$ cat src/design/gaag_pkg.sv
package gaag_pkg;

  localparam int MAX_DIMS   = 4;
  localparam int IDX_W      = 16;
  localparam int MAG_W      = 16;
  localparam int EXT_W      = 17;
  localparam int VAL_W      = 18;
  localparam int ACC_W      = 68;
  localparam int STR_W      = 65;
  localparam int STR_MUL_W  = 49;
  localparam int FIN_W      = 82;
  localparam int DIV_STEPS  = 2;
  localparam int DIV_CELLS  = MAG_W / DIV_STEPS;
  localparam int ACC_CELLS  = MAX_DIMS;

  typedef enum logic {
    CMD_START = 1'b0,
    CMD_STEP  = 1'b1
  } cmd_t;

  typedef enum logic [1:0] {
    REG_NUM_DIMS     = 2'd0,
    REG_COLUMN_MAJOR = 2'd1,
    REG_LOCAL_SIZES  = 2'd2,
    REG_GHOST_WIDTHS = 2'd3
  } reg_idx_t;

  typedef struct packed {
    logic [2:0]  num_dims;
    logic        column_major;
    logic [63:0] local_sizes;
    logic [31:0] ghost_widths;
  } cfg_t;

  // One item inside the remainder cells; slot k is the k-th dimension in stride order.
  typedef struct packed {
    logic [MAX_DIMS-1:0][MAG_W-1:0] mag;
    logic [MAX_DIMS-1:0][MAG_W-1:0] rem;
    logic [MAX_DIMS-1:0]            neg;
    logic [MAX_DIMS-1:0]            wrap;
    logic [MAX_DIMS-1:0][EXT_W-1:0] ext;
    logic [MAX_DIMS-1:0][EXT_W-1:0] size_ghost;
    logic [MAX_DIMS-1:0][EXT_W-1:0] vraw;
    logic [MAX_DIMS-1:0][EXT_W-1:0] factor;
    cmd_t                           cmd;
    logic [IDX_W-1:0]               step;
  } div_item_t;

  // One item inside the accumulate cells; slot 0 belongs to the current cell.
  typedef struct packed {
    logic [MAX_DIMS-1:0][VAL_W-1:0] vfin;
    logic [MAX_DIMS-1:0][EXT_W-1:0] factor;
    logic [ACC_W-1:0]               acc;
    logic [STR_W-1:0]               stride;
    cmd_t                           cmd;
    logic [IDX_W-1:0]               step;
  } acc_item_t;

  function automatic acc_item_t to_acc(input div_item_t d);
    acc_item_t a;
    logic signed [VAL_W-1:0] r;
    logic signed [VAL_W-1:0] sg;
    a.factor = d.factor;
    a.acc    = '0;
    a.stride = STR_W'(1);
    a.cmd    = d.cmd;
    a.step   = d.step;
    for (int k = 0; k < MAX_DIMS; k++) begin
      r  = $signed({2'b00, d.rem[k]});
      sg = $signed({1'b0, d.size_ghost[k]});
      if (!d.wrap[k]) begin
        a.vfin[k] = {d.vraw[k][EXT_W-1], d.vraw[k]};
      end else if (d.neg[k] && (d.rem[k] != '0)) begin
        a.vfin[k] = sg - r;
      end else begin
        a.vfin[k] = r;
      end
    end
    return a;
  endfunction

endpackage

$ cat src/design/gaag_acc_cell.sv
module gaag_acc_cell import gaag_pkg::*; (
  input  logic      clk,
  input  logic      rst_n,
  input  logic      in_valid,
  output logic      in_ready,
  input  acc_item_t in_item,
  output logic      out_valid,
  input  logic      out_ready,
  output acc_item_t out_item
);

  logic      valid_r;
  acc_item_t item_r, item_nxt;
  logic signed [ACC_W-1:0] prod;
  logic [STR_MUL_W+EXT_W-1:0] sprod;

  assign in_ready  = !valid_r || out_ready;
  assign out_valid = valid_r;
  assign out_item  = item_r;

  // The stride entering any cell that adds a term holds at most three extents.
  assign prod  = ACC_W'($signed({1'b0, in_item.stride[STR_MUL_W-1:0]}) *
                        $signed(in_item.vfin[0]));
  assign sprod = in_item.stride[STR_MUL_W-1:0] * in_item.factor[0];

  always_comb begin
    item_nxt        = in_item;
    item_nxt.acc    = in_item.acc + prod;
    item_nxt.stride = STR_W'(sprod);
    for (int k = 0; k < MAX_DIMS - 1; k++) begin
      item_nxt.vfin[k]   = in_item.vfin[k+1];
      item_nxt.factor[k] = in_item.factor[k+1];
    end
    item_nxt.vfin[MAX_DIMS-1]   = '0;
    item_nxt.factor[MAX_DIMS-1] = EXT_W'(1);
  end

  always_ff @(posedge clk) begin
    if (!rst_n) begin
      valid_r <= 1'b0;
    end else if (in_ready) begin
      valid_r <= in_valid;
    end
  end

  always_ff @(posedge clk) begin
    if (in_ready && in_valid) begin
      item_r <= item_nxt;
    end
  end

endmodule

$ cat config.mk
export PLATFORM = sky130hd
export DESIGN_NAME = gaag_acc_cell
export DESIGN_NICKNAME = d
export VERILOG_FILES = /design/src/design/gaag_pkg.sv /design/src/design/gaag_acc_cell.sv
export SDC_FILE = /design/constraint.sdc
export NUM_CORES = 2
export LEC_CHECK = 0
export BUFFER_PORTS_ARGS = -buffer_cell sky130_fd_sc_hd__buf_4
export CORE_MARGIN = 5
export CORE_UTILIZATION = 30
export CTS_CLUSTER_DIAMETER = 120
export CTS_CLUSTER_SIZE = 24
export DETAILED_ROUTE_END_ITERATION = 8
export SETUP_SLACK_MARGIN = 0.5
export SLEW_MARGIN = 20
export SYNTH_ARGS = -nofsm -noshare
export SYNTH_HDL_FRONTEND = slang
export SYNTH_SLANG_ARGS = --single-unit
$ cat constraint.sdc
create_clock -name clk -period 7.5 [get_ports clk]
set_input_delay 1.5 -clock clk [delete_from_list [all_inputs] [get_ports clk]]
set_output_delay 1.5 -clock clk [all_outputs]
set_load 0.01 [all_outputs]
# Word-level counts from Yosys, hierarchy flattened
# Index checks and enable logic that the tools add are counted.
# Widths: inputs -> output; s select.
# word_totals
wordCells	17
out_inout_bits	292
regBits	256
# classes
n_mul	2
n_reduce_logical	3
addsub	1
# ops
operator	n
$add 68x68->68	1
$mul 50x18->68	1
$mul 49x17->65	1
$logic_and 1x1->1	1
$logic_not 1->1	1
$logic_or 1x1->1	1

# Longest topological paths before layout
# logic_depth
depth_word	3
mapped_depth	26

# Worst setup path before layout
# Ideal clock, no wire load.
# synth_path
kind	input -> register
startpoint	in out_ready
endpoint	reg item_r, in the netlist out_item[0], enable pin
t_arrival_ns	7.512
required_ns	6.851
path_slack_ns	-0.661
setup_ns	0.649
path_buffers	0
cell_stages	2
cell_sequence	nand2b_1 and2_1
# synth_between
elab_chain_len	2
# synth_lines
element	line_no	rtl
from (decl)	gaag_acc_cell.sv:8	input logic out_ready,
$logic_or 1x1->1	gaag_acc_cell.sv:17	assign in_ready = !valid_r || out_ready;
$logic_and 1x1->1	gaag_acc_cell.sv:47	if (in_ready && in_valid) begin
to (signal assigned)	gaag_acc_cell.sv:48	item_r <= item_nxt;
to (decl)	gaag_acc_cell.sv:13	acc_item_t item_r, item_nxt;
# Every way passes these cells.
# A chain may end at the register's enable or synchronous reset.

==> out/results.ini <==
[critical_path]
worstPathArrival_ns = 7.85
r2r-start = out_valid
ff2ff_setup_slack_ns = 5.39
endpoint = out_item[145]
worstSetupStartpointType = input port
r2r_end = out_item[149]
critical_path_class = input port to flip-flop
startpoint = in_item[221]
crit_path_end_kind = flip-flop
critPathRequiredTime_ns = 7.88
path_max_fanout = 21
r2r_cells = 3

[synth]
synth_area_mm2 = 0.0639
yosys_register_bits = 256
synthArstFlopShare_pct = 0
synth_edf_count = 255
dominantRegCellSynth = edfxtp_1
yosys.cell_types.count = 75
ys_warn_count = 0
seq_area_frac_synth_pct = 12.0
netlist_top_cells_area = fa_1, edfxtp_1, inv_1
avgSynthCellArea_um2 = 9.31
synth_top_area_share_pct = 47.6
postSynthCellCount = 6865
yosys.area.top_type = fa_1

[timing]
clock.fmax_ghz = 0.134
period_share_pct = 99.6
slew_headroom_pct = 45.4
hold_viol_final = 0
tns_ns = 0
rsz0062_at_grt = true
worst_pin_slew_ns = 0.819
setup_viol = 0
slew_violations = 0
period_needed_ns = 7.47
fin_skew_ns = 0.0228

[cts]
clkTransAtPathRegs_ns = 0.10
cts_inserted_buffers = 20
cts-root-buf = clkbuf_16
hold_buffers = 0
clk_latency_ns = 0.63
cts_tree = done
clockBufferDepth = 3
clock-sinks = 256
cts-htree-levels = 1

[grt]
grt_use_met2_pct = 30.8
antenna_found_initial = 20
grt_pass1_wl_mm = 301
grt.overflow.total = 0
grt_util_all_layers_pct = 17.3
grt_pass1_vias = 54100
use_met3_pct = 2.62
grt_max_degree = 125
gr-usage-met1_pct = 21.6
top_usage_layer = met2

[floorplan]
core.rowCount = 169
initial_utilization_pct = 30.1
fp.dieArea_mm2 = 0.222
fp.dieH_um = 472
core_mm2 = 0.212
io_pins = 586
die_w_um = 472

[cells_and_area]
final_nets = 10100
final_area_mm2 = 0.0829
final_cell_mix = inv_1, fa_1, buf_4
multi_input_area_mm2 = 0.0508
drive_gt1_share_pct = 25.0
regArea_mm2 = 0.00768
fillers = 21000
syn2layout_area_growth_pct = 29.7
mostFrequentLayoutCell = inv_1

[outcome]
status = complete, no violations

[place]
io_buffers = 534
hpwl_mm = 161
gp_congestion = 0.871
placed_area_mm2 = 0.0771

[detailed_routing]
vias = 49600
postRouteAntennaNets = 0
drc = 0
route.detailed.wl_per_inst_um = 18.0
drt_iter0_drc = 2508
detail_route.first_pass.iterations = 5
avgViaCountPerCell = 4.58
wl_mm = 195

[worst_hold_path]
min-delay-path-class = flip-flop to flip-flop

[run]
max-cap-violations = 0

-- synthesized netlist by cell type (5+ instances only) --
cell type / count
inv_1: 1712
fa_1: 1520
nand2_1: 1245
and2_1: 520
clkbuf_1: 386
ha_1: 346
edfxtp_1: 255
a21oi_1: 151
xnor2_1: 87
o21ai_0: 72
a21o_1: 71
nor2_1: 71
nor2b_1: 54
xor2_1: 41
nand4_1: 38
buf_4: 35
nand3_1: 32
o21bai_1: 28
a31oi_1: 18
nor3_1: 18
and3_1: 16
nand2b_1: 14
o21a_1: 11
a211oi_1: 10
a21boi_0: 9
o31ai_1: 8
buf_1: 7
o211ai_1: 7
o21ai_1: 5
-- cell families after synthesis --
logic type / synth area share (%)
DFF: 12.0
buffers and inverters: 12.8
AOI/OAI and AO/OA: 4.38
other: 0.0117
muxes: 0.0157
adders and majority gates: 54.4
xor gates and xnor gates: 1.75
and+or+nand+nor: 14.7
-- through the flow --
stage | instances | setup WS (ns) | hold WS, ns | util, %
6_report | 10800 | 0.0321 | 0.753 | 39.1
4_1_cts | 10800 | 0.172 | 0.774 | 37.9
3_5_place_dp | 10600 | -0.867 | 0.759 | 36.3
5_1_grt | 10800 | -0.0725 | 0.768 | 39.1
2_1_floorplan | 6898 | -0.0251 | 0.609 | -
3_3_place_gp | 10600 | -0.833 | 0.750 | 36.3
-- routing by layer --
metal	wire length (um)	vias up	part of all wire (%)
met4	6420	8	3.3
met1	77800	25700	40
li1	-	22100	-
met2	99200	1480	51
met5	56	-	0.029
met3	11700	277	6.0
-- critical path: stages --
cell	delay [ns]
buf_12	0.14
and2_4	0.19
fa_1	0.55
inv_2	0.05
fa_2	0.58
fa_1	0.44
fa_1	0.52
inv_2	0.04
fa_1	0.47
fa_1	0.59
ha_4	0.23
ha_4	0.26
nand2_2	0.05
a2111o_1	0.46
a2111oi_4	0.45
nor2_4	0.12
o41a_1	0.46
buf_6	0.16
o21ai_4	0.15
buf_12	0.16
mux2i_1	0.19
nor2_1	0.06
-- worst min-delay path by stage --
stage,slack (ns),startpoint,depth (start not counted),to
after floorplan,0.61,out_valid,2,out_valid
after global placement,0.75,out_valid,2,out_valid
after detailed placement,0.76,out_valid,2,out_valid
after CTS,0.77,out_valid,2,out_valid
after global routing,0.77,out_valid,2,out_valid
final,0.75,out_valid,2,out_valid
-- state kept, by name, summed over array words and instances (netlist names) --
signal / cells
out_valid: 1
out_item: 255
-- area by class of cell --
type                            count  area share, %
Multi-Input combinational cell   4500           61.3
Inverter                         1712           7.75
Timing Repair Buffer             1492           16.5
Clock inverter                     11          0.214
Antenna cell                       17         0.0513
Tap cell                         2821           4.26
Clock buffer                       25          0.626
Sequential cell                   256           9.26
-- repair_timing --
item,4_1_cts,5_1_grt
pin swaps,135,307
buffers inserted,74,49
cloned,12,14
endpoints found under the setup margin,71,73
gates resized for setup,338,443
Power is left out: the tool's default activity adds up to more than one toggle a clock period on the data nets, which glitch-free logic cannot reach.
