## config.mk

```make
export PLATFORM = sky130hd
export DESIGN_NAME = gaag_out_cell
export DESIGN_NICKNAME = d
export VERILOG_FILES = /design/src/design/gaag_pkg.sv /design/src/design/gaag_out_cell.sv
export SDC_FILE = /design/constraint.sdc
export NUM_CORES = 2
export LEC_CHECK = 0
export BUFFER_PORTS_ARGS = -buffer_cell sky130_fd_sc_hd__buf_2
export CORE_UTILIZATION = 25
export CTS_BUF_LIST = sky130_fd_sc_hd__clkbuf_2
export DETAILED_ROUTE_END_ITERATION = 6
export MAX_ROUTING_LAYER = met4
export PLACE_DENSITY_LB_ADDON = 0.2
export SLEW_MARGIN = 20
export SYNTH_ARGS = -nofsm -noshare
export SYNTH_HDL_FRONTEND = slang
export SYNTH_SLANG_ARGS = --single-unit
export TNS_END_PERCENT = 30
```

## constraint.sdc

```tcl
create_clock -name clk -period 16.9 [get_ports clk]
set_input_delay 1.69 -clock clk [delete_from_list [all_inputs] [get_ports clk]]
set_output_delay 1.69 -clock clk [all_outputs]
set_load 0.02 [all_outputs]
```

## src/design/gaag_pkg.sv

```systemverilog
package gaag_pkg;

  localparam int MAX_DIMS   = 4;
  localparam int IDX_W      = 16;
  localparam int MAG_W      = 16;
  localparam int EXT_W      = 17;
  localparam int VAL_W      = 18;
  localparam int ACC_W      = 68;
  localparam int STR_W      = 65;
  localparam int STR_MUL_W  = 49;
  localparam int FIN_W      = 82;
  localparam int DIV_STEPS  = 2;
  localparam int DIV_CELLS  = MAG_W / DIV_STEPS;
  localparam int ACC_CELLS  = MAX_DIMS;

  typedef enum logic {
    CMD_START = 1'b0,
    CMD_STEP  = 1'b1
  } cmd_t;

  typedef enum logic [1:0] {
    REG_NUM_DIMS     = 2'd0,
    REG_COLUMN_MAJOR = 2'd1,
    REG_LOCAL_SIZES  = 2'd2,
    REG_GHOST_WIDTHS = 2'd3
  } reg_idx_t;

  typedef struct packed {
    logic [2:0]  num_dims;
    logic        column_major;
    logic [63:0] local_sizes;
    logic [31:0] ghost_widths;
  } cfg_t;

  // One item inside the remainder cells; slot k is the k-th dimension in stride order.
  typedef struct packed {
    logic [MAX_DIMS-1:0][MAG_W-1:0] mag;
    logic [MAX_DIMS-1:0][MAG_W-1:0] rem;
    logic [MAX_DIMS-1:0]            neg;
    logic [MAX_DIMS-1:0]            wrap;
    logic [MAX_DIMS-1:0][EXT_W-1:0] ext;
    logic [MAX_DIMS-1:0][EXT_W-1:0] size_ghost;
    logic [MAX_DIMS-1:0][EXT_W-1:0] vraw;
    logic [MAX_DIMS-1:0][EXT_W-1:0] factor;
    cmd_t                           cmd;
    logic [IDX_W-1:0]               step;
  } div_item_t;

  // One item inside the accumulate cells; slot 0 belongs to the current cell.
  typedef struct packed {
    logic [MAX_DIMS-1:0][VAL_W-1:0] vfin;
    logic [MAX_DIMS-1:0][EXT_W-1:0] factor;
    logic [ACC_W-1:0]               acc;
    logic [STR_W-1:0]               stride;
    cmd_t                           cmd;
    logic [IDX_W-1:0]               step;
  } acc_item_t;

  function automatic acc_item_t to_acc(input div_item_t d);
    acc_item_t a;
    logic signed [VAL_W-1:0] r;
    logic signed [VAL_W-1:0] sg;
    a.factor = d.factor;
    a.acc    = '0;
    a.stride = STR_W'(1);
    a.cmd    = d.cmd;
    a.step   = d.step;
    for (int k = 0; k < MAX_DIMS; k++) begin
      r  = $signed({2'b00, d.rem[k]});
      sg = $signed({1'b0, d.size_ghost[k]});
      if (!d.wrap[k]) begin
        a.vfin[k] = {d.vraw[k][EXT_W-1], d.vraw[k]};
      end else if (d.neg[k] && (d.rem[k] != '0)) begin
        a.vfin[k] = sg - r;
      end else begin
        a.vfin[k] = r;
      end
    end
    return a;
  endfunction

endpackage

```

## src/design/gaag_out_cell.sv

```systemverilog
module gaag_out_cell import gaag_pkg::*; (
  input  logic        clk,
  input  logic        rst_n,
  input  logic        in_valid,
  output logic        in_ready,
  input  acc_item_t   in_item,
  output logic        out_valid,
  input  logic        out_ready,
  output logic [31:0] out_offset,
  output logic        out_overflow
);

  logic        valid_r;
  logic [31:0] offset_r;
  logic        overflow_r;
  logic signed [FIN_W-1:0] res;

  assign in_ready     = !valid_r || out_ready;
  assign out_valid    = valid_r;
  assign out_offset   = offset_r;
  assign out_overflow = overflow_r;

  always_comb begin
    if (in_item.cmd == CMD_STEP) begin
      res = FIN_W'($signed({1'b0, in_item.stride}) * $signed(in_item.step));
    end else begin
      res = FIN_W'($signed(in_item.acc));
    end
  end

  always_ff @(posedge clk) begin
    if (!rst_n) begin
      valid_r <= 1'b0;
    end else if (in_ready) begin
      valid_r <= in_valid;
    end
  end

  always_ff @(posedge clk) begin
    if (in_ready && in_valid) begin
      offset_r   <= res[31:0];
      overflow_r <= !((&res[FIN_W-1:31]) || !(|res[FIN_W-1:31]));
    end
  end

endmodule

```

# ---- Word level (Yosys, flattened, before mapping)
# Cells that the tools add are included.
dict set report totals {
  ff_bits 34
  input_bits 294
  output_inout_bits 35
  wordCells 13
}
dict set report op_classes {
  mul 1
  n_mux 1
  n_reduce_logical 8
}
# operator count
set ops {}
lappend ops {{66-bit by 16-bit multiplier with 82-bit output} 1}
lappend ops {{82-bit two-way mux} 1}
lappend ops {{51-bit AND reduction} 1}
lappend ops {{51-bit OR reduction} 1}
lappend ops {{1-bit zero test} 3}
lappend ops {{1-bit logical OR} 2}
lappend ops {{1-bit logical AND} 1}

# ---- Depth between registers and ports, before layout
dict set report logic_depth {
  ltp_word 6
  ltp_mapped 29
  depth_no_buf 26
}

# ---- Worst setup path after synthesis
# Ideal clock, no wire load.
dict set report synth_timing {
  kind {input to register}
  start {input port in_item[7] (netlist name)}
  end {register overflow_r, in the netlist out_overflow, data pin}
  setup_time_ps 268
  t_arrival_ps 8447
  required_time_ps 16632
  setup_slack_ps 8185
  cell_stages 28
  path_buffers 3
  cell_sequence {clkbuf_1 > clkbuf_1 > nand2_1 > fa_1 > inv_1 > fa_1 > inv_1 > fa_1 > inv_1 > fa_1 > fa_1 > inv_1 > fa_1 > inv_1 > ha_1 > buf_2 > nand4_1 > or3_1 > o22a_2 > a21oi_4 > o2111ai_2 > a2111oi_4 > a2111oi_1 > xor2_1 > or3b_1 > nand4b_1 > a2111oi_2 > a21oi_1}
}
dict set report synth_via {
  elab_chain_len 6
  word_cells_on_any_way 7
  classes_between {mul (1); mux (1); reduce/logical (5)}
}
# item line
set synth_lines {}
lappend synth_lines {{start, declared} gaag_out_cell.sv:6} ;# input acc_item_t in_item,
lappend synth_lines {{66-bit by 16-bit multiplier with 82-bit output (*)} gaag_out_cell.sv:25} ;# res = FIN_W'($signed({1'b0, in_item.stride}) * $signed(in_item.step));
lappend synth_lines {{82-bit two-way mux (*)} gaag_out_cell.sv:24} ;# if (in_item.cmd == CMD_STEP) begin
lappend synth_lines {{51-bit OR reduction} gaag_out_cell.sv:42} ;# overflow_r <= !((&res[FIN_W-1:31]) || !(|res[FIN_W-1:31]));
lappend synth_lines {{1-bit zero test} gaag_out_cell.sv:42}
lappend synth_lines {{1-bit logical OR (*)} gaag_out_cell.sv:42}
lappend synth_lines {{1-bit zero test (*)} gaag_out_cell.sv:42}
lappend synth_lines {{end signal, assigned} gaag_out_cell.sv:42}
lappend synth_lines {{end, declared} gaag_out_cell.sv:15} ;# logic overflow_r;
# Mark *: on every way between the ends. The rest lies on a longest branch, timed or not.
# A chain may end at the register's enable or synchronous reset.

# ---- Worst setup path after layout
dict set report layout_timing {
  start {input port in_item[8] (netlist name)}
  end {register overflow_r, in the netlist out_overflow, data pin}
}
# Same word-level chain as after synthesis.

==> key figures <==
Detailed routing
  – Detail Route Antenna Nets: 0
  – Via Count: 27.7k
  – Via/cell ratio: 4.68
  – DR WL/cell: 20.3 um
  – WL final: 120 mm
  – DRC: 0
  – Initial DRT Pass Iterations: 5
  – DR iter-0 viols: 1553

Timing
  – Setup Skew: 0.0172 ns
  – Final worst-path cycle share: 64.1%
  – Hold WS: 0.547 ns
  – Measured slew at the worst slew-check pin: 1.13 ns
  – Minimum clock period: 10.83 ns
  – Hold Violations, Final: 0
  – Max Slew Vio Count: 0
  – Total Negative Setup Slacks: 0 ns
  – Max Clock Freq: 0.0924 GHz
  – Final setup violation count: 0
  – Relative slew slack: 24.9%
  – RSZ-0062 raised after global routing: false

Critical path
  – Crit path launch type: input pin
  – Critical path class: in2reg
  – Worst R2R Path Depth: 3
  – CP Launch Point: in_item[8]
  – CP Capture Point: out_overflow
  – Crit path DAT: 10.96 ns
  – Worst reg2reg path endpoint: out_offset[2]
  – Worst Setup End Kind: register
  – Flop2flop setup slack: 15.58 ns
  – CP Data Required Time: 17.03 ns
  – CP Max Fanout: 40
  – FF-to-FF Start: out_valid

Clocking
  – Root buf cell: clkbuf_2
  – CTS max path bufs: 2
  – # Post-CTS Setup Buffers: 0
  – # H-tree levels: 2
  – Cts hold-fix bufs: 0
  – Clk sinks: 34
  – Clk_lat worst skew: 0.38 ns
  – Post_cts resized: 0
  – Reg clk slew, reported paths: 0.19 ns
  – CTS tree: built
  – Total CTS buffers: 5

Floorplanning
  – Chip Height: 381 um
  – Core area: 0.142 mm^2
  – # IOs: 329
  – Starting Density: 25.3%
  – Row count: 138
  – Die Area: 0.145 mm^2
  – Die X: 381 um

Worst hold path
  – Hold path startpoint: out_valid
  – Hold Path Class: reg2reg

Placed design
  – Port bufs: 188
  – Placed Area: 0.0384 mm^2
  – Post-DP HPWL: 94.4 mm
  – RePlAce Congestion: 0.902

GRT
  – First-pass GRT wire length: 188 mm
  – Global route total overflow: 0
  – Number of global-route vias before repair: 30.5k
  – Initial antenna violation count: 15
  – Pin count of the biggest net entering global routing: 66
  – Total global-route track usage: 17.4%

Logic synthesis
  – Asr flop ratio synth: 0%
  – Post-synth top flop: edfxtp_1
  – Avg Inst Size Synth: 8.85 um^2
  – Synth top area share: 49.1%
  – Gate count of the mapped netlist: 4049
  – Post-synth cell types: 78
  – Yosys warnings: 0
  – Seq/Total Area, Yosys: 2.82%
  – Mapped Area: 0.0358 mm^2
  – Dominant cells by area after synthesis: fa_1 49%, and2_1 8.9%, inv_1 7.8%
  – Seq cells post-synth: 34
  – Yosys top cell by area: fa_1
  – Syn_nets: 5443
  – Number of flops mapped to enable cells by yosys: 33

Finish
  – Share of cells above drive strength 1: 6.41%
  – Finished Core Util: 27.1%
  – P&R area growth vs syn: 7.27%
  – Commonest non-fill, non-tap cell in the layout: fa_1
  – Final #Nets: 5415
  – Commonest non-fill, non-tap cells in the layout: 880 x fa_1, 745 x inv_1, 611 x nand2_1
  – Fill cells: 15.6k
  – Final instance area: 0.0385 mm^2

Run status
  – Outcome: completed

Run
  – Max-Cap Viols: 0
[cell type report]
cell class	instances	area, um^2	area share, %
Multi-Input combinational cell	3033	31100	80.9
Clock buffer	6	30.0	0.0781
Timing Repair Buffer	202	1070	2.77
Inverter	745	2800	7.27
Sequential cell	34	1010	2.63
Antenna cell	12	30.0	0.0781
Tap cell	1890	2360	6.15
Clock inverter	2	33.8	0.0879
[synthesized netlist by cell type, types with 8 or more instances]
master / instances
nand4_1: 46
o21ai_0: 66
fa_1: 880
edfxtp_1: 33
a21o_1: 29
nor2_1: 110
o31ai_1: 8
and2_1: 508
o21ai_1: 13
nand2_1: 611
a31oi_1: 12
a211oi_1: 13
buf_2: 19
nor3_1: 32
nor4_1: 11
o21a_1: 15
xnor2_1: 35
o21bai_1: 12
ha_1: 220
and3_1: 9
clkbuf_1: 213
nand3_1: 28
inv_1: 745
nand2b_1: 47
mux2i_1: 11
and4_1: 12
a21oi_1: 126
o211ai_1: 13
mux2_2: 32
xor2_1: 25
[through the flow]
step	instances	worst slack, ns
after CTS	5912	6.34
after global placement	5904	5.76
after detailed placement	5904	5.90
after floorplan	4049	8.18
after global routing	5921	5.82
final	5924	6.07
[how the worst min path moves through the flow]
| stage | cells past startpoint | slack (ns) | to |
|---|---|---|---|
| after floorplan | 2 | 0.75 | out_valid |
| after global placement | 2 | 0.51 | out_valid |
| after detailed placement | 2 | 0.53 | out_valid |
| after CTS | 2 | 0.55 | out_valid |
| after global routing | 2 | 0.60 | out_valid |
| final | 2 | 0.55 | out_valid |
[sequential cells by signal, summed over array words and instances, names as in the netlist]
signal,count
out_valid,1
out_overflow,1
out_offset,32
[logic make-up (layout without fill, tap and decap cells)]
group,count (synthesis),after routing,synth area share [%]
DFF,34,34,2.82
muxes,43,43,1.31
adders and majority gates,1100,1100,56.8
buffers and inverters,982,955,10.4
other,0,12,0
xor gates and xnor gates,60,60,1.47
and+or+nand+nor,1445,1445,20.2
AOI/OAI and AO/OA,385,385,7.02
[critical path, cell delays in order]
cell and delay, ns:
buf_2 0.76, buf_4 0.70, nand2_1 0.16, fa_1 0.52, inv_1 0.05, fa_1 0.49
fa_1 0.57, fa_1 0.43, fa_1 0.51, inv_1 0.05, fa_1 0.63, inv_1 0.10
ha_1 0.46, a21oi_1 0.15, o21ai_0 0.57, a22oi_1 0.21, a41oi_1 0.24, o21ai_1 0.20
o21ai_1 0.28, a2111oi_0 0.15, a2111oi_0 0.93, and4_1 0.34, nand4b_1 0.14, a2111oi_2 0.39
a21oi_1 0.16
[layer usage]
metal	wire (um)	share of wire [%]	vias up	track usage, %
met4	1840	1.5	0	2.32
met1	55300	46	14700	23.8
li1	-	-	12300	-
met5	0	0	-	-
met3	5950	5.0	93	1.60
met2	56900	47	680	28.4
Power is left out: the tool's default activity adds up to more than one toggle a clock period on the data nets, which glitch-free logic cannot reach.
