$ cat src/design/gaag_pkg.sv
package gaag_pkg;

  localparam int MAX_DIMS   = 4;
  localparam int IDX_W      = 16;
  localparam int MAG_W      = 16;
  localparam int EXT_W      = 17;
  localparam int VAL_W      = 18;
  localparam int ACC_W      = 68;
  localparam int STR_W      = 65;
  localparam int STR_MUL_W  = 49;
  localparam int FIN_W      = 82;
  localparam int DIV_STEPS  = 2;
  localparam int DIV_CELLS  = MAG_W / DIV_STEPS;
  localparam int ACC_CELLS  = MAX_DIMS;

  typedef enum logic {
    CMD_START = 1'b0,
    CMD_STEP  = 1'b1
  } cmd_t;

  typedef enum logic [1:0] {
    REG_NUM_DIMS     = 2'd0,
    REG_COLUMN_MAJOR = 2'd1,
    REG_LOCAL_SIZES  = 2'd2,
    REG_GHOST_WIDTHS = 2'd3
  } reg_idx_t;

  typedef struct packed {
    logic [2:0]  num_dims;
    logic        column_major;
    logic [63:0] local_sizes;
    logic [31:0] ghost_widths;
  } cfg_t;

  // One item inside the remainder cells; slot k is the k-th dimension in stride order.
  typedef struct packed {
    logic [MAX_DIMS-1:0][MAG_W-1:0] mag;
    logic [MAX_DIMS-1:0][MAG_W-1:0] rem;
    logic [MAX_DIMS-1:0]            neg;
    logic [MAX_DIMS-1:0]            wrap;
    logic [MAX_DIMS-1:0][EXT_W-1:0] ext;
    logic [MAX_DIMS-1:0][EXT_W-1:0] size_ghost;
    logic [MAX_DIMS-1:0][EXT_W-1:0] vraw;
    logic [MAX_DIMS-1:0][EXT_W-1:0] factor;
    cmd_t                           cmd;
    logic [IDX_W-1:0]               step;
  } div_item_t;

  // One item inside the accumulate cells; slot 0 belongs to the current cell.
  typedef struct packed {
    logic [MAX_DIMS-1:0][VAL_W-1:0] vfin;
    logic [MAX_DIMS-1:0][EXT_W-1:0] factor;
    logic [ACC_W-1:0]               acc;
    logic [STR_W-1:0]               stride;
    cmd_t                           cmd;
    logic [IDX_W-1:0]               step;
  } acc_item_t;

  function automatic acc_item_t to_acc(input div_item_t d);
    acc_item_t a;
    logic signed [VAL_W-1:0] r;
    logic signed [VAL_W-1:0] sg;
    a.factor = d.factor;
    a.acc    = '0;
    a.stride = STR_W'(1);
    a.cmd    = d.cmd;
    a.step   = d.step;
    for (int k = 0; k < MAX_DIMS; k++) begin
      r  = $signed({2'b00, d.rem[k]});
      sg = $signed({1'b0, d.size_ghost[k]});
      if (!d.wrap[k]) begin
        a.vfin[k] = {d.vraw[k][EXT_W-1], d.vraw[k]};
      end else if (d.neg[k] && (d.rem[k] != '0)) begin
        a.vfin[k] = sg - r;
      end else begin
        a.vfin[k] = r;
      end
    end
    return a;
  endfunction

endpackage

$ cat src/design/gaag_prep_cell.sv
module gaag_prep_cell import gaag_pkg::*; (
  input  logic               clk,
  input  logic               rst_n,
  input  cfg_t               cfg,
  input  logic               in_valid,
  output logic               in_ready,
  input  cmd_t               in_cmd,
  input  logic [1:0]         in_range_dim,
  input  logic [IDX_W-1:0]   in_step,
  input  logic [MAX_DIMS-1:0][IDX_W-1:0] in_index,
  output logic               out_valid,
  input  logic               out_ready,
  output div_item_t          out_item
);

  logic      valid_r;
  div_item_t item_r, item_nxt;
  logic [2:0] n_used;
  logic [MAX_DIMS-1:0][1:0] dsel;
  logic [MAX_DIMS-1:0]      active;
  logic [MAX_DIMS-1:0][EXT_W-1:0] ext_all;
  logic [MAX_DIMS-1:0]      use_step;

  assign in_ready  = !valid_r || out_ready;
  assign out_valid = valid_r;
  assign out_item  = item_r;
  assign n_used    = (cfg.num_dims > 3'(MAX_DIMS)) ? 3'(MAX_DIMS) : cfg.num_dims;

  always_comb begin
    item_nxt      = '0;
    item_nxt.cmd  = in_cmd;
    item_nxt.step = in_step;
    for (int k = 0; k < MAX_DIMS; k++) begin
      ext_all[k] = EXT_W'(cfg.local_sizes[16*k +: 16]) +
                   EXT_W'({cfg.ghost_widths[8*k +: 8], 1'b0});
      active[k]  = 3'(k) < n_used;
      dsel[k]    = cfg.column_major ? 2'(k) : 2'(n_used - 3'(1) - 3'(k));
      use_step[k] = active[k] &&
                    (cfg.column_major ? (2'(k) < in_range_dim) : (2'(k) > in_range_dim));
    end
    for (int k = 0; k < MAX_DIMS; k++) begin
      if (in_cmd == CMD_STEP) begin
        item_nxt.factor[k] = use_step[k] ? ext_all[k] : EXT_W'(1);
      end else if (active[k]) begin
        item_nxt.factor[k]     = ext_all[dsel[k]];
        item_nxt.ext[k]        = ext_all[dsel[k]];
        item_nxt.size_ghost[k] = EXT_W'(cfg.local_sizes[16*dsel[k] +: 16]) +
                                 EXT_W'(cfg.ghost_widths[8*dsel[k] +: 8]);
        item_nxt.vraw[k]       = EXT_W'($signed(in_index[dsel[k]])) +
                                 EXT_W'(cfg.ghost_widths[8*dsel[k] +: 8]);
        item_nxt.neg[k]        = item_nxt.vraw[k][EXT_W-1];
        item_nxt.mag[k]        = item_nxt.neg[k] ? MAG_W'(-item_nxt.vraw[k])
                                                 : MAG_W'(item_nxt.vraw[k]);
        item_nxt.wrap[k]       = (dsel[k] != in_range_dim) && (ext_all[dsel[k]] != '0);
      end else begin
        item_nxt.factor[k] = EXT_W'(1);
      end
    end
  end

  always_ff @(posedge clk) begin
    if (!rst_n) begin
      valid_r <= 1'b0;
    end else if (in_ready) begin
      valid_r <= in_valid;
    end
  end

  always_ff @(posedge clk) begin
    if (in_ready && in_valid) begin
      item_r <= item_nxt;
    end
  end

endmodule

$ cat config.mk
export PLATFORM = sky130hd
export DESIGN_NAME = gaag_prep_cell
export DESIGN_NICKNAME = d
export VERILOG_FILES = /design/src/design/gaag_pkg.sv /design/src/design/gaag_prep_cell.sv
export SDC_FILE = /design/constraint.sdc
export NUM_CORES = 1
export LEC_CHECK = 0
export BUFFER_PORTS_ARGS = -buffer_cell sky130_fd_sc_hd__buf_2
export CAP_MARGIN = 20
export CELL_PAD_IN_SITES_DETAIL_PLACEMENT = 1
export CELL_PAD_IN_SITES_GLOBAL_PLACEMENT = 1
export CORE_ASPECT_RATIO = 0.6
export CORE_UTILIZATION = 38
export CTS_CLUSTER_SIZE = 25
export DETAILED_ROUTE_END_ITERATION = 8
export HOLD_SLACK_MARGIN = 0.06
export PLACE_DENSITY_LB_ADDON = 0.15
export REMOVE_ABC_BUFFERS = 1
export SYNTH_ARGS = -nofsm -noshare
export SYNTH_HDL_FRONTEND = slang
export SYNTH_SLANG_ARGS = --single-unit
export TNS_END_PERCENT = 10
$ cat constraint.sdc
create_clock -name clk -period 10.6 [get_ports clk]
set_clock_uncertainty 0.1 [all_clocks]
set_input_delay 1.59 -clock clk [delete_from_list [all_inputs] [get_ports clk]]
set_output_delay 1.59 -clock clk [all_outputs]
set_load 0.01 [all_outputs]
* Yosys cells after proc, flatten, opt, wreduce, memory -nomap -nowiden *
Cells that the tools add are included.
Widths: inputs -> output; s select.

operators by class
  muxes and demuxes = 41
  bitwise gates (word level) = 4
  reduce and logical (&&, ||, !) cells = 19
  equal/unequal tests = 4
  shift-type cells = 8
  magnitude comparators = 17
  $add $sub $neg = 20

operators with widths
  kind                 number
  $mux 17              16
  $shiftx 64x7->16     4
  $add 16x9->17        8
  $bmux 17 s2          4
  $bmux 16 s2          4
  $mux 16              8
  $shiftx 32x6->8      4
  $add 16x8->17        4
  $reduce_bool 17->1   4
  $neg 16->16          4
  $lt 2x3->1 const B   4
  $logic_and 1x1->1    9
  $mux 2               4
  $ne 2x2->1           4
  $reduce_or 2->1      4
  $lt 1x3->1 const A   2
  $lt 2x3->1 const A   2
  $gt 1x2->1 const A   2
  $gt 2x2->1 const A   2
  $lt 1x2->1 const A   2
  $lt 2x2->1 const A   2
  $mux 1               4
  $not 1->1            4
  $sub 2x1->2 const B  2
  5 further kinds      6

word-level totals
  register bits = 362
  output and inout port bits = 427
  word-level logic and storage cells = 144

* Longest topological paths before layout *
  depth after elaboration = 10
  mapped depth = 32

* Worst setup path before layout *
OpenSTA, ideal clock, no wires.

  kind = in2reg
  from = input out_ready
  to = register item_r, in the netlist out_item[0] (enable)
  data required time = 9,738 ps
  path slack = -69 ps
  library setup time = 762 ps
  arrival = 9,807 ps
  cell stages on the path = 2
  buffers on the path = 0
  cells stage by stage = nand2b_1 and2_1

on the way
  longest elaborated chain between the ends = 2

ends and longest elaborated chain
  item                  line                  source
  from (decl)           gaag_prep_cell.sv:12  input logic out_ready,
  $logic_or 1x1->1      gaag_prep_cell.sv:24  assign in_ready = !valid_r || out_ready;
  $logic_and 1x1->1     gaag_prep_cell.sv:70  if (in_ready && in_valid) begin
  to (signal assigned)  gaag_prep_cell.sv:71  item_r <= item_nxt;
  to (decl)             gaag_prep_cell.sv:17  div_item_t item_r, item_nxt;

Every way passes these cells.
A chain may end at the register's enable or synchronous reset.

* Worst setup path in the final report *
  from = input cfg[99] (netlist bit)
  to = register item_r, in the netlist out_item[401], data pin

on the way
  longest elaborated chain between the ends = 10
  elaborated cells between the ends (all ways) = 14

ends and longest elaborated chain
  item                                                                   line                  source
  from (decl)                                                            gaag_prep_cell.sv:4   input cfg_t cfg,
  $gt 3x3->1                                                             gaag_prep_cell.sv:27  assign n_used = (cfg.num_dims > 3'(MAX_DIMS)) ? 3'(MAX_DIMS) : cfg.num_dims;
  $mux 3 *                                                               gaag_prep_cell.sv:27
  parallel branches: the longest is 8 deep, another holds $add 16x9->17  -

Mark *: on every way between the ends. The select of a mux whose other input is x is not followed.

==> results.json <==
{
  "status": "completed",
  "cts_resized": 0,
  "hpwl_um": 94160,
  "die_w_um": 344.7,
  "required_ns": 10.79,
  "tightest_slew_ns": 1.113,
  "cts_buffers": 37,
  "power.density_nw_per_um2": 168.5,
  "max_slew_margin_pct": 23.66,
  "p_int_mw": 3.269,
  "synth_area_leaders": "edfxtp_1, mux2i_1, nand2_1",
  "max_stage_delay_ns": 0.78,
  "cts.sinks": 354,
  "clkSlewWorstSetupHoldPaths_ns": 0.07,
  "cp_cell_sequence": "buf_2, nor2b_4, inv_2, ha_1, nand2b_4, nand2_1, and3_1, a31oi_1, ha_1, fa_1, a21oi_1, o21bai_1, maj3_1, o311ai_0, nor4_1, nor3_1, or3_1, o21ai_1, nor2_1, xor2_1, nor2_1",
  "place_ws_ns": 2.018,
  "first_iter_violations": 2355,
  "fmax_mhz": 122.4,
  "top_usage_layer": "met1",
  "switchingPower_mw": 2.015,
  "vias": 24910,
  "cts_tree": "built",
  "portBuffers": 549,
  "yosysMostFrequentCell": "nand2_1",
  "netlist_instances": 2776,
  "cp_data_arrival_time_ns": 8.36,
  "wl_um": 120600,
  "finalPower_mw": 5.284,
  "ys_seq_area_share_pct": 39.66,
  "initial_core_util_pct": 38.88,
  "whs_ns": 0.4515,
  "fp.dieH_um": 207.6,
  "routedWlPerCell_um": 28.81,
  "combPwrFrac_pct": 38.4,
  "final_cell_area_um2": 31360,
  "grt_pass1_vias": 24430,
  "switching_share_pct": 38.13,
  "path_class": "in2reg",
  "start_kind": "primary input",
  "hold_class": "reg2reg",
  "rsz0062_at_grt": "no",
  "critical_path.top_delay_family": "simple AND/OR/NAND/NOR gates",
  "fin_ws_ns": 2.432,
  "std_cell_rows": 74,
  "antenna_found_initial": 21,
  "synth_top_area_cell": "edfxtp_1",
  "fin_cells": 4188,
  "grt_usage_pct": 32.69,
  "cts_setup_buffers": 0,
  "fin_nets": 3516,
  "clkPwrFrac_pct": 27.8,
  "synth_area_per_cell_um2": 9.647,
  "placed_area_um2": 29980,
  "cts_hold_buf": 0,
  "met3_usage_pct": 8.297,
  "slew_violations": 0,
  "yosys-top-cells-count": "nand2_1, edfxtp_1, nor2_1, mux2i_1, xnor2_1",
  "cp_slowest_cell": "o21bai_1",
  "end_kind": "flop",
  "syn_area_um2": 26780,
  "clockBufferDepth": 3,
  "fillers": 7942,
  "ys_ff_latch": 354,
  "overflow": 0,
  "clk_latency_ns": 0.59,
  "grt_use_met1_pct": 50.16,
  "drive_gt1_share_pct": 22.29,
  "layout_worst_path_cycle_share_pct": 77.06,
  "grt_pass1_wl_um": 171400,
  "yosys_warnings": 0,
  "place_inst": 4105,
  "drv_cap": 0,
  "viasPerCell": 5.947,
  "ys_types": 90,
  "die_area_um2": 71580,
  "first_pass_iters": 5,
  "synth_flop_cell": "edfxtp_1",
  "core_area_um2": 68890,
  "cts_max_level": 2,
  "crit_buf_inv": 2,
  "synth_edf_count": 353,
  "io_pins": 614,
  "ant_nets": 0,
  "grt_max_degree": 156,
  "hold_viol": 0,
  "timing.final.crit_period_ns": 8.168,
  "async_flop_share_pct": 0,
  "gp_congestion": 0.9521,
  "ir_drop_uv": 107.6,
  "setup_viol": 0,
  "regArea_um2": 10620,
  "clock-root-buffer": "clkbuf_16",
  "multi_input_area_um2": 15010,
  "met2_usage_pct": 44.88,
  "seqPwrFrac_pct": 33.8,
  "syn2layout_area_growth_pct": 17.10,
  "p_leak_nw": 13.74,
  "synth.top_cell.area_share_pct": 39.58,
  "cp_max_fo": 68,
  "drc": 0
}
## area by class of cell
class / count / area share (%)
Sequential cell: 354 / 33.86
Timing Repair Buffer: 578 / 9.591
Antenna cell: 14 / 0.1117
Inverter: 61 / 0.7301
Clock buffer: 42 / 3.080
Clock inverter: 24 / 1.125
Tap cell: 912 / 3.639
Multi-Input combinational cell: 2203 / 47.86
## worst reg2reg max path, cell delays in order (launching register included)
cell and delay (ns):
dfxtp_1 0.31, nand2b_1 0.11, and2_4 0.66, buf_12 0.62
## registers in the layout, indices dropped and copies added (netlist names)
name / cells
out_item: 353
out_valid: 1
## per-stage QoR
| stage | TNS (ns) | util, % |
|---|---|---|
| floorplan | -116.47 | - |
| global placement | 0 | 43.51 |
| detailed placement | 0 | 43.52 |
| CTS | 0 | 45.43 |
| global route | 0 | 45.51 |
| finish | 0 | 45.53 |
## cells by family (layout without fill, tap and decap cells)
group                    Yosys count  count (layout)  synth area share (%)
multiplexers                     308             308                 13.23
adder cells (fa/ha/maj)          103             103                 4.952
AND/OR/NAND/NOR                 1055            1055                 18.20
AO/OA/AOI/OAI                    464             464                 11.69
other                              1              78               0.01400
XOR/XNOR                         209             209                 6.835
buffers and inverters            282             705                 5.424
flip-flops                       354             354                 39.66
## cell usage in the layout, fill, tap and decap left out, drive strengths merged, types with 14 or more instances in the layout
master  count
or3        20
xnor2     119
a211oi     16
o21bai     19
nor3       52
ha         86
a21oi      95
clkbuf     42
edfxtp    353
mux2i     256
nor2      294
a22oi      19
o21ai      64
o22ai      30
mux2       17
or2        16
nand3      68
xor2       90
and2       66
a21o       55
mux4       35
and3       68
conb       64
inv        63
nand2     370
buf       578
nor2b      28
nand2b     17
a31oi      65
nand4      16
diode      14
## routing by layer
layer | wire length [um] | share of wire (%) | vias to the layer above
met4 | 2755 | 2.3 | 16
met5 | 92 | 0.076 | -
met2 | 49140 | 41 | 1072
met3 | 11540 | 9.6 | 145
li1 | - | - | 10900
met1 | 57110 | 47 | 12770
## power groups by stage
stage | combinational (mW) | sequential [mW] | clock, mW
CTS | 1.98 | 1.79 | 1.50
global route | 2.16 | 1.80 | 1.54
global placement | 1.92 | 1.81 | 0
finish | 2.03 | 1.79 | 1.47
floorplan | 1.15 | 1.90 | 0
detailed placement | 1.96 | 1.82 | 0
## final timing paths
kind,from,end,slack [ns],cells past startpoint
worst max-delay path,cfg[99],out_item[401],2.43,21
worst min-delay path,out_valid,out_valid,0.45,2
worst min register to register,out_valid,out_valid,0.45,2
worst max register to register,out_valid,out_item[141],8.07,3
Note: power is estimated with default switching activity, not from simulation.
