<file path="src/design/gaag_pkg.sv">
package gaag_pkg;

  localparam int MAX_DIMS   = 4;
  localparam int IDX_W      = 16;
  localparam int MAG_W      = 16;
  localparam int EXT_W      = 17;
  localparam int VAL_W      = 18;
  localparam int ACC_W      = 68;
  localparam int STR_W      = 65;
  localparam int STR_MUL_W  = 49;
  localparam int FIN_W      = 82;
  localparam int DIV_STEPS  = 2;
  localparam int DIV_CELLS  = MAG_W / DIV_STEPS;
  localparam int ACC_CELLS  = MAX_DIMS;

  typedef enum logic {
    CMD_START = 1'b0,
    CMD_STEP  = 1'b1
  } cmd_t;

  typedef enum logic [1:0] {
    REG_NUM_DIMS     = 2'd0,
    REG_COLUMN_MAJOR = 2'd1,
    REG_LOCAL_SIZES  = 2'd2,
    REG_GHOST_WIDTHS = 2'd3
  } reg_idx_t;

  typedef struct packed {
    logic [2:0]  num_dims;
    logic        column_major;
    logic [63:0] local_sizes;
    logic [31:0] ghost_widths;
  } cfg_t;

  // One item inside the remainder cells; slot k is the k-th dimension in stride order.
  typedef struct packed {
    logic [MAX_DIMS-1:0][MAG_W-1:0] mag;
    logic [MAX_DIMS-1:0][MAG_W-1:0] rem;
    logic [MAX_DIMS-1:0]            neg;
    logic [MAX_DIMS-1:0]            wrap;
    logic [MAX_DIMS-1:0][EXT_W-1:0] ext;
    logic [MAX_DIMS-1:0][EXT_W-1:0] size_ghost;
    logic [MAX_DIMS-1:0][EXT_W-1:0] vraw;
    logic [MAX_DIMS-1:0][EXT_W-1:0] factor;
    cmd_t                           cmd;
    logic [IDX_W-1:0]               step;
  } div_item_t;

  // One item inside the accumulate cells; slot 0 belongs to the current cell.
  typedef struct packed {
    logic [MAX_DIMS-1:0][VAL_W-1:0] vfin;
    logic [MAX_DIMS-1:0][EXT_W-1:0] factor;
    logic [ACC_W-1:0]               acc;
    logic [STR_W-1:0]               stride;
    cmd_t                           cmd;
    logic [IDX_W-1:0]               step;
  } acc_item_t;

  function automatic acc_item_t to_acc(input div_item_t d);
    acc_item_t a;
    logic signed [VAL_W-1:0] r;
    logic signed [VAL_W-1:0] sg;
    a.factor = d.factor;
    a.acc    = '0;
    a.stride = STR_W'(1);
    a.cmd    = d.cmd;
    a.step   = d.step;
    for (int k = 0; k < MAX_DIMS; k++) begin
      r  = $signed({2'b00, d.rem[k]});
      sg = $signed({1'b0, d.size_ghost[k]});
      if (!d.wrap[k]) begin
        a.vfin[k] = {d.vraw[k][EXT_W-1], d.vraw[k]};
      end else if (d.neg[k] && (d.rem[k] != '0)) begin
        a.vfin[k] = sg - r;
      end else begin
        a.vfin[k] = r;
      end
    end
    return a;
  endfunction

endpackage

</file>
<file path="src/design/gaag_div_cell.sv">
module gaag_div_cell import gaag_pkg::*; (
  input  logic      clk,
  input  logic      rst_n,
  input  logic      in_valid,
  output logic      in_ready,
  input  div_item_t in_item,
  output logic      out_valid,
  input  logic      out_ready,
  output div_item_t out_item
);

  logic      valid_r;
  div_item_t item_r, item_nxt;
  logic [EXT_W-1:0] r;

  assign in_ready  = !valid_r || out_ready;
  assign out_valid = valid_r;
  assign out_item  = item_r;

  // Two restoring steps per cell on every dimension in parallel.
  always_comb begin
    item_nxt = in_item;
    r        = '0;
    for (int k = 0; k < MAX_DIMS; k++) begin
      for (int s = 0; s < DIV_STEPS; s++) begin
        r = {item_nxt.rem[k], item_nxt.mag[k][MAG_W-1]};
        item_nxt.mag[k] = {item_nxt.mag[k][MAG_W-2:0], 1'b0};
        if (r >= in_item.ext[k]) begin
          r = r - in_item.ext[k];
        end
        item_nxt.rem[k] = r[MAG_W-1:0];
      end
    end
  end

  always_ff @(posedge clk) begin
    if (!rst_n) begin
      valid_r <= 1'b0;
    end else if (in_ready) begin
      valid_r <= in_valid;
    end
  end

  always_ff @(posedge clk) begin
    if (in_ready && in_valid) begin
      item_r <= item_nxt;
    end
  end

endmodule

</file>
<file path="config.mk">
export PLATFORM = sky130hd
export DESIGN_NAME = gaag_div_cell
export DESIGN_NICKNAME = d
export VERILOG_FILES = /design/src/design/gaag_pkg.sv /design/src/design/gaag_div_cell.sv
export SDC_FILE = /design/constraint.sdc
export NUM_CORES = 1
export LEC_CHECK = 0
export ABC_AREA = 0
export BUFFER_PORTS_ARGS = -buffer_cell sky130_fd_sc_hd__buf_2
export CORE_AREA = 2 2 334 336
export CTS_CLUSTER_DIAMETER = 150
export DETAILED_ROUTE_END_ITERATION = 16
export DIE_AREA = 0 0 336 338
export PLACE_DENSITY = 0.42
export REMOVE_ABC_BUFFERS = 1
export SLEW_MARGIN = 20
export SYNTH_ARGS = -nofsm -noshare
export SYNTH_HDL_FRONTEND = slang
export SYNTH_SLANG_ARGS = --single-unit
</file>
<file path="constraint.sdc">
create_clock -name clk -period 16.3 [get_ports clk]
set_input_delay 2.445 -clock clk [delete_from_list [all_inputs] [get_ports clk]]
set_output_delay 2.445 -clock clk [all_outputs]
set_load 0.01 [all_outputs]
</file>
Yosys cells after proc, flatten, opt, wreduce, memory -nomap -nowiden. Index checks and enable logic that the tools add are counted.

Word-level logic and storage cells: 56. Register bits: 418. Memory bits (read-only): 0. Bits in writable memories: 0. Input bits: 429. Memories kept: 0. Bits in latches: 0.

Div/mod/pow operators: 0. Bitwise operators: 0. Multipliers: 0. Shift-type cells: 0. Equal/unequal tests: 0. Mux-type cells: 8. $add $sub $neg: 8. Order comparisons: 8. Reduce and logical (&&, ||, !) cells: 3.

Operators by type and width (number): 17-bit greater-or-equal comparator (8); 16-bit two-way mux (8); 16-bit subtractor (8); 1-bit logical AND (1); 1-bit logical NOT (1); 1-bit logical OR (1).

Depth between registers and ports, before layout. Gate-level depths: netlist of run 1.

Depth in word-level cells: 4. Depth in mapped cells: 21. Mapped depth without buffers: 19.

Least setup slack after synthesis of run 1. No wires, ideal clock.

Path type: input to register. From: input port out_ready. To: register item_r (netlist bit out_item[0]), enable pin. Buffers on the path: 0. Setup slack: 3362 ps. Stages: 2. Data arrival time: 12102 ps. Cell sequence: nand2b_1 and2_1.

Word-level cells in the longest chain between the ends: 2.

RTL lines: start: declaration (RTL line gaag_div_cell.sv:8) `input logic out_ready,`; 1-bit logical OR (RTL line gaag_div_cell.sv:16) `assign in_ready = !valid_r || out_ready;`; 1-bit logical AND (RTL line gaag_div_cell.sv:45) `if (in_ready && in_valid) begin`; end signal: assignment (RTL line gaag_div_cell.sv:46) `item_r <= item_nxt;`; end: declaration (RTL line gaag_div_cell.sv:13) `div_item_t item_r, item_nxt;`.

No other way between the ends. A chain may end at the register's enable or synchronous reset.

==> summary.md, run 1 <==
| Metric | Value |
|---|---|
| Fraction of power spent switching nets | 0.291 |
| Internal Power | 2.43 mW |
| Top_reg_cell synth | sky130_fd_sc_hd__edfxtp_1 |
| Cell type group with the largest total delay on the critical path | compound AO/OA/AOI/OAI gates |
| Startpoint type of the worst setup path | input pin |
| Number of design-rule violations left by the first detailed-router iteration | 1006 |
| Period utilization | 0.465 |
| Global-route usage over all layers | 0.142 |
| Worst path buffer plus inverter count | 3 |
| Final WS setup | 8.73 ns |
| CTS tree | yes |
| Mean routed wirelength per cell | 21.8 µm |
| Core Box Area | 0.110 mm² |
| Die span in x | 336 µm |
| Reg2reg path depth | 4 |
| Crit path arrival time | 7.94 ns |
| RSZ-0062 raised after global routing | false |
| Placer's final routability congestion estimate | 0.867 |
| Min-Delay Path Class | flop to flop |
| Worst vdd rail ir drop | 0.0000717 V |
| Slowest CP cell | sky130_fd_sc_hd__a31oi_4 |
| Sink Count | 418 |
| Reported leakage power | 12.1 nW |
| Source of the critical timing path | in_item[239] |
| Syn avg cell area | 14.2 µm² |
| Die area | 0.114 mm² |
| Initial antenna violation count | 37 |
| Number of buffers on the longest clock path | 3 |
| Total Neg Setup Slack | 0 ns |
| Sequential fraction of design power | 0.389 |
| Worst-path clk slew | 0.06 ns |
| Type of the worst setup path | input pin to flop |
| Cts bufs inserted | 53 |
| Starting utilization of the core area | 0.186 |
| Area growth syn-to-layout | 38.9% |
| Critical Path, Cell by Cell | buf_2 > inv_1 > ha_1 > nor2b_1 > o31ai_1 > a21oi_1 > a21oi_1 > o211ai_2 > a31oi_4 > mux2_2 > ha_1 > and3_1 > and3_1 > o211ai_1 > a31oi_1 > a2111oi_1 > o21ai_1 > buf_4 > mux2_2 |
| Number of synthesis warnings | 0 |
| Gate Count Post-Synth | 1445 |
| Biggest cell delay along the critical path | 0.68 ns |
| Nature of the critical path endpoint | flop |
| Pwr per Cell Area | 121 mW/mm² |
| Final core utilization | 0.258 |
| Post-DP HPWL | 69500 µm |
| Clock latency on the worst-skew pair | 0.63 ns |
| Normalized max-slew margin | 0.310 |
| Pre-CTS setup slack | 8.04 ns |
| Worst Hold Depth | 2 |
| Worst hold slack | 0.728 ns |
| Number of design rule violations left after detail routing | 0 |
| Worst-margin pin slew | 1.04 ns |
| Crit Reg-Reg Startpoint | out_valid$_SDFFE_PN0N_ |
| Share of layout cells above drive strength 1 | 0.454 |
| Buffers inserted during post-CTS setup optimization | 0 |
| # hold bufs at CTS | 0 |
| Global-route wire length before repair | 115000 µm |
| Clock root buffer master | sky130_fd_sc_hd__clkbuf_16 |
| Startpoint of the tightest hold check path | out_valid$_SDFFE_PN0N_ |
| IO buf count | 847 |
| Fraction of synthesis flops using an asynchronous set or reset pin | 0 |
| Depth of the critical timing path with buffers and inverters included | 19 |
| Maximum fanout count along the critical path | 17 |
| Highest attainable clock frequency | 132 MHz |
| Count of different cell masters after synthesis | 73 |
| Final ANT Viol Nets | 0 |
| CTS HTree Levels | 2 |
| Layout Skew | 0.0184 ns |
| Cell area after synthesis | 0.0205 mm² |
| Portion of total power attributed to combinational logic | 0.237 |
| Number of enable flip-flop cells after synthesis | 417 |
| Die Y | 338 µm |
| GR Overflow Total | 0 |
| Number of vias after detailed routing | 15440 |
| Max_cap viols | 0 |
| Number of vias per cell after detailed routing | 3.98 |
| Routed Wire Length | 84700 µm |
| Data required time of the worst path | 16.67 ns |
| Number of max-slew violations in the final report | 0 |
| Pin count of the biggest net entering global routing | 74 |
| Result of the run | completed |
| Min Tclk post-route | 7.57 ns |
| Final setup violating endpoints | 0 |
| Sequential fraction of the synthesis area | 0.613 |
| Post-CTS resize count | 0 |
| Num rows | 122 |
| Sw Pwr | 998 µW |
| Via count of the first global-routing pass | 15526 |
| Nets | 2912 |
| Final Hold Vio Count | 0 |
| Number of storage elements in the synthesis netlist | 418 |
| Router iterations before antenna repair | 5 |
| Clock network power share | 0.374 |
| I/O Pins | 856 |
layout make-up:
cell class | instances | area, µm²
clock buffers | 58 | 1350
inverters | 103 | 387
well taps | 1488 | 1860
diodes | 8 | 20.0
fillers | 11660 | 81600
repair buffers | 857 | 4320
multi-input cells | 906 | 7410
flip-flops and latches | 418 | 12500
clock inverters | 40 | 541
cells in the mapped netlist, types with 9 or more instances:
library cell               count  area share
sky130_fd_sc_hd__ha_1        136       0.083
sky130_fd_sc_hd__o21ai_0      38      0.0093
sky130_fd_sc_hd__nor3_1       23      0.0056
sky130_fd_sc_hd__nand2_1      55       0.010
sky130_fd_sc_hd__nand4_1      17      0.0052
sky130_fd_sc_hd__nand3_1      20      0.0049
sky130_fd_sc_hd__a21oi_1      85       0.021
sky130_fd_sc_hd__nand2b_1      9      0.0028
sky130_fd_sc_hd__o211ai_1     14      0.0051
sky130_fd_sc_hd__nor2_1       71       0.013
sky130_fd_sc_hd__xnor2_1      64       0.027
sky130_fd_sc_hd__edfxtp_1    417        0.61
sky130_fd_sc_hd__mux2_2      100       0.055
sky130_fd_sc_hd__nor2b_1      13      0.0040
sky130_fd_sc_hd__mux2_4       15       0.011
sky130_fd_sc_hd__buf_4         9      0.0033
sky130_fd_sc_hd__mux2i_1       9      0.0044
sky130_fd_sc_hd__a21o_1       35       0.013
sky130_fd_sc_hd__a31oi_1      13      0.0040
sky130_fd_sc_hd__inv_1       103       0.019
sky130_fd_sc_hd__o21a_1       21      0.0077
sky130_fd_sc_hd__xor2_1       36       0.015
sky130_fd_sc_hd__o21bai_1     13      0.0048
worst paths after layout:
kind,to,slack [ns]
max,out_item[317]$_DFFE_PP_,8.73
min,out_valid$_SDFFE_PN0N_,0.73
max reg2reg,out_item[334]$_DFFE_PP_,12.70
min reg2reg,out_valid$_SDFFE_PN0N_,0.73
cell families after synthesis:
kind of cell | after synthesis | share of synthesized area
adders and majority gates | 144 | 0.0910
other | 1 | 0.000183
AOI/OAI and AO/OA | 291 | 0.100
buffers and inverters | 128 | 0.0265
xor gates and xnor gates | 100 | 0.0428
muxes | 124 | 0.0704
DFF | 418 | 0.613
and+or+nand+nor | 239 | 0.0558
state kept, by name (all words and copies together) (netlist names):
register / flops
out_item: 417
out_valid: 1
metal layers:
layer	share of wire	global-route usage	up-vias
li1	-	-	7296
met1	0.43	0.182	7391
met2	0.47	0.231	619
met3	0.085	0.0447	110
met4	0.020	0.0320	24
met5	0.0017	0	-
power by group through the flow:
stage	Combinational [mW]	Clock [mW]	Sequential, mW
global placement	0.823	0	1.36
global route	0.896	1.36	1.35
detailed placement	0.816	0	1.36
floorplan	0.461	0	1.42
CTS	0.821	1.33	1.34
finish	0.812	1.28	1.34
worst min-delay path: cells and delay by family (launching register included):
family / cells / cell delay [ns]
flops: 1 / 0.31
simple gates: 1 / 0.24
compound gates: 1 / 0.13
metrics by stage:
| stage | cells | total power [mW] | area (µm²) |
|---|---|---|---|
| 2_1_floorplan | 1427 | 1.88 | 20300 |
| 3_3_place_gp | 3771 | 2.18 | 26500 |
| 3_5_place_dp | 3771 | 2.17 | 26500 |
| 4_1_cts | 3869 | 3.49 | 28400 |
| 5_1_grt | 3871 | 3.60 | 28400 |
| 6_report | 3878 | 3.43 | 28400 |
layout by cell type (no fill, tap or decap), drive strengths merged, types with 5 or more instances in the layout:
| cell | Yosys | final |
|---|---|---|
| a211o | 6 | 6 |
| a211oi | 9 | 9 |
| a21o | 37 | 37 |
| a21oi | 86 | 86 |
| a31oi | 15 | 15 |
| and3 | 8 | 8 |
| buf | 17 | 857 |
| bufinv | 0 | 11 |
| clkbuf | 8 | 58 |
| clkinv | 0 | 20 |
| clkinvlp | 0 | 6 |
| conb | 1 | 8 |
| diode | 0 | 8 |
| edfxtp | 417 | 417 |
| fa | 8 | 8 |
| ha | 136 | 136 |
| inv | 103 | 106 |
| mux2 | 115 | 115 |
| mux2i | 9 | 9 |
| nand2 | 55 | 55 |
| nand2b | 9 | 9 |
| nand3 | 20 | 20 |
| nand4 | 17 | 17 |
| nor2 | 71 | 71 |
| nor2b | 14 | 14 |
| nor3 | 23 | 23 |
| nor4 | 5 | 5 |
| o211ai | 16 | 16 |
| o21a | 21 | 21 |
| o21ai | 46 | 46 |
| o21bai | 13 | 13 |
| o31a | 5 | 5 |
| o31ai | 5 | 5 |
| or3 | 5 | 5 |
| xnor2 | 64 | 64 |
| xor2 | 36 | 36 |
(Power assumes the default switching activity.)
==> inputs of run 2 (changes only) <==
- clock period: 16.3 -> 7.22 ns (I/O delays scaled with it)
==> summary.md, run 2 (synthesis gave the netlist of run 1 again) <==
| Metric | Value |
|---|---|
| IO buf count | 847 (unchanged) |
| Num rows | 122 (unchanged) |
| Final core utilization | 0.258 (-0.000523) |
| Normalized max-slew margin | 0.347 (+0.0376) |
| Cell type group with the largest total delay on the critical path | compound AO/OA/AOI/OAI gates |
| Routed Wire Length | 84000 µm (-0.84%) |
| Die span in x | 336 µm (unchanged) |
| Nature of the critical path endpoint | flop |
| Number of vias after detailed routing | 15421 (-0.12%) |
| Multi-input combinational cell area | 0.00741 mm² (unchanged) |
| Reported leakage power | 12.0 nW (about the same) |
| Mean routed wirelength per cell | 21.6 µm (-0.92%) |
| Die Y | 338 µm (unchanged) |
| Min-Delay Path Class | input pin to flop |
| Share of layout cells above drive strength 1 | 0.453 (about the same) |
| Global-route usage over all layers | 0.141 (-0.000647) |
| Die area | 0.114 mm² (unchanged) |
| Highest attainable clock frequency | 171 MHz |
| Crit path arrival time | 6.22 ns (-1.72 ns) |
| Cts bufs inserted | 52 (-1.9%) |
| Final ANT Viol Nets | 0 (unchanged) |
| Layout filler cell count | 11630 (-0.26%) |
| Slowest CP cell | sky130_fd_sc_hd__o41ai_4 |
| Sequential Area | 0.0125 mm² (unchanged) |
| Router iterations before antenna repair | 5 (unchanged) |
| GR Overflow Total | 0 (unchanged) |
| Worst-path clk slew | 0.06 ns (about the same) |
| Core Box Area | 0.110 mm² (unchanged) |
| Most frequent cells in the layout | sky130_fd_sc_hd__buf_2, sky130_fd_sc_hd__edfxtp_1, sky130_fd_sc_hd__ha_1, sky130_fd_sc_hd__inv_1, sky130_fd_sc_hd__mux2_2 |
| Worst hold slack | 0.607 ns (-0.121 ns) |
| Flip-flop count of the largest register, all copies and words added | 417 (unchanged) |
| CTS HTree Levels | 2 (unchanged) |
| Worst path buffer plus inverter count | 4 (+1) |
| Number of design-rule violations left by the first detailed-router iteration | 901 (-10%) |
| Area growth syn-to-layout | 38.6% |
| Worst vdd rail ir drop | 0.000201 V (+180%) |
| Post-CTS resize count | 0 (unchanged) |
| Critical Path, Cell by Cell | buf_2 > inv_1 > ha_1 > o21a_1 > o31a_4 > o41ai_4 > o21ai_4 > a31oi_2 > o41ai_4 > buf_4 > mux2i_1 > ha_1 > nor2b_1 > o21ai_0 > a31oi_1 > a221o_1 > o211ai_1 > nand2b_1 > a21oi_2 > buf_4 > mux2_2 |
| CTS tree | yes |
| Max_cap viols | 0 (unchanged) |
| Min Tclk post-route | 5.84 ns |
| Sink Count | 418 (unchanged) |
| Initial antenna violation count | 32 (-14%) |
| Number of design rule violations left after detail routing | 0 (unchanged) |
| RSZ-0062 raised after global routing | false |
| Placer's final routability congestion estimate | 0.878 (+1.2%) |
| Post-DP HPWL | 69500 µm (about the same) |
| Global-route wire length before repair | 114000 µm (-0.55%) |
| Clock root buffer master | sky130_fd_sc_hd__clkbuf_16 |
| Buffers inserted during post-CTS setup optimization | 0 (unchanged) |
| Startpoint type of the worst setup path | input pin |
| Number of vias per cell after detailed routing | 3.97 (-0.20%) |
| Maximum fanout count along the critical path | 9 (-8) |
| Clock latency on the worst-skew pair | 0.63 ns (about the same) |
| Pin count of the biggest net entering global routing | 142 (+92%) |
| Period utilization | 0.809 |
| Via count of the first global-routing pass | 15359 (-1.1%) |
| Number of buffers on the longest clock path | 3 (unchanged) |
| Type of the worst setup path | input pin to flop |
| # hold bufs at CTS | 0 (unchanged) |
| Worst-margin pin slew | 0.979 ns (-0.0564 ns) |
| Commonest non-fill, non-tap cell in the layout | sky130_fd_sc_hd__buf_2 |
| Pwr per Cell Area | 267 mW/mm² (+120%) |
| Starting utilization of the core area | 0.186 (unchanged) |
| Result of the run | completed |
| Final Hold Vio Count | 0 (unchanged) |
| Final setup violating endpoints | 0 (unchanged) |
| Nets | 2914 (+0.069%) |
| Data required time of the worst path | 7.59 ns (-9.08 ns) |
| Layout Skew | 0.0288 ns (+0.0104 ns) |
| Number of max-slew violations in the final report | 0 (unchanged) |
| Biggest cell delay along the critical path | 0.71 ns (+0.03 ns) |
| I/O Pins | 856 (unchanged) |
-- run 2: cell count changes in the layout (fill, tap and decap cells not counted) --
cell / change
sky130_fd_sc_hd__clkbuf_1: +1
sky130_fd_sc_hd__buf_12: +4
sky130_fd_sc_hd__clkinvlp_4: -4
sky130_fd_sc_hd__buf_8: -1
sky130_fd_sc_hd__inv_6: +1
sky130_fd_sc_hd__clkbuf_16: -1
sky130_fd_sc_hd__clkinv_1: +1
sky130_fd_sc_hd__clkbuf_8: +1
sky130_fd_sc_hd__clkinv_2: +4
sky130_fd_sc_hd__bufinv_16: -4
sky130_fd_sc_hd__diode_2: +1
-- run 2: routing by layer --
metal  global-route usage  part of all wire  vias to the layer above
met5                    0            0.0012                        -
met4               0.0437             0.026                       16
met3               0.0399             0.082                      112
met2                0.230              0.47                      625
met1                0.180              0.42                     7372
li1                     -                 -                     7296
-- run 2: worst paths after layout --
check / cells past startpoint / to / slack (ns) / from
worst max-delay path: 21 / out_item[351]$_DFFE_PP_ / 1.38 / in_item[275]
worst min-delay path: 1 / out_item[24]$_DFFE_PP_ / 0.61 / in_item[24]
worst max register to register: 3 / out_item[75]$_DFFE_PP_ / 4.60 / out_valid$_SDFFE_PN0N_
worst min register to register: 2 / out_valid$_SDFFE_PN0N_ / 0.73 / out_valid$_SDFFE_PN0N_
-- run 2: worst reg2reg max path: stages (launching register included) --
cell                       delay [ns]
sky130_fd_sc_hd__dfxtp_1         0.31
sky130_fd_sc_hd__nand2b_1        0.23
sky130_fd_sc_hd__and2_4          0.79
sky130_fd_sc_hd__buf_12          0.58
-- run 2: through the flow --
step                TNS [ns]  setup WS (ns)  power [mW]  area, µm²  instances
floorplan           -1816.34          -4.36        4.25      20300       1427
global placement           0          0.720        4.94      26600       3775
detailed placement         0          0.646        4.92      26600       3775
CTS                        0           1.35        7.72      28300       3872
global route               0          0.964        7.97      28400       3876
finish                     0           1.38        7.57      28400       3881
-- run 2: layout make-up --
| type | instances | share of cell area |
|---|---|---|
| Sequential cell | 418 | 0.442 |
| Multi-Input combinational cell | 906 | 0.261 |
| Timing Repair Buffer | 860 | 0.155 |
| Tap cell | 1488 | 0.0656 |
| Clock buffer | 59 | 0.0471 |
| Clock inverter | 38 | 0.0149 |
| Inverter | 103 | 0.0136 |
| Antenna cell | 9 | 0.000794 |
-- run 2: power by group --
| group | switching [mW] | internal, mW | total, mW | leakage (nW) |
|---|---|---|---|---|
| registers | 0.0739 | 2.94 | 3.02 | 4.04 |
| clock network | 1.13 | 1.59 | 2.72 | 0.855 |
| logic | 1.02 | 0.815 | 1.84 | 7.14 |
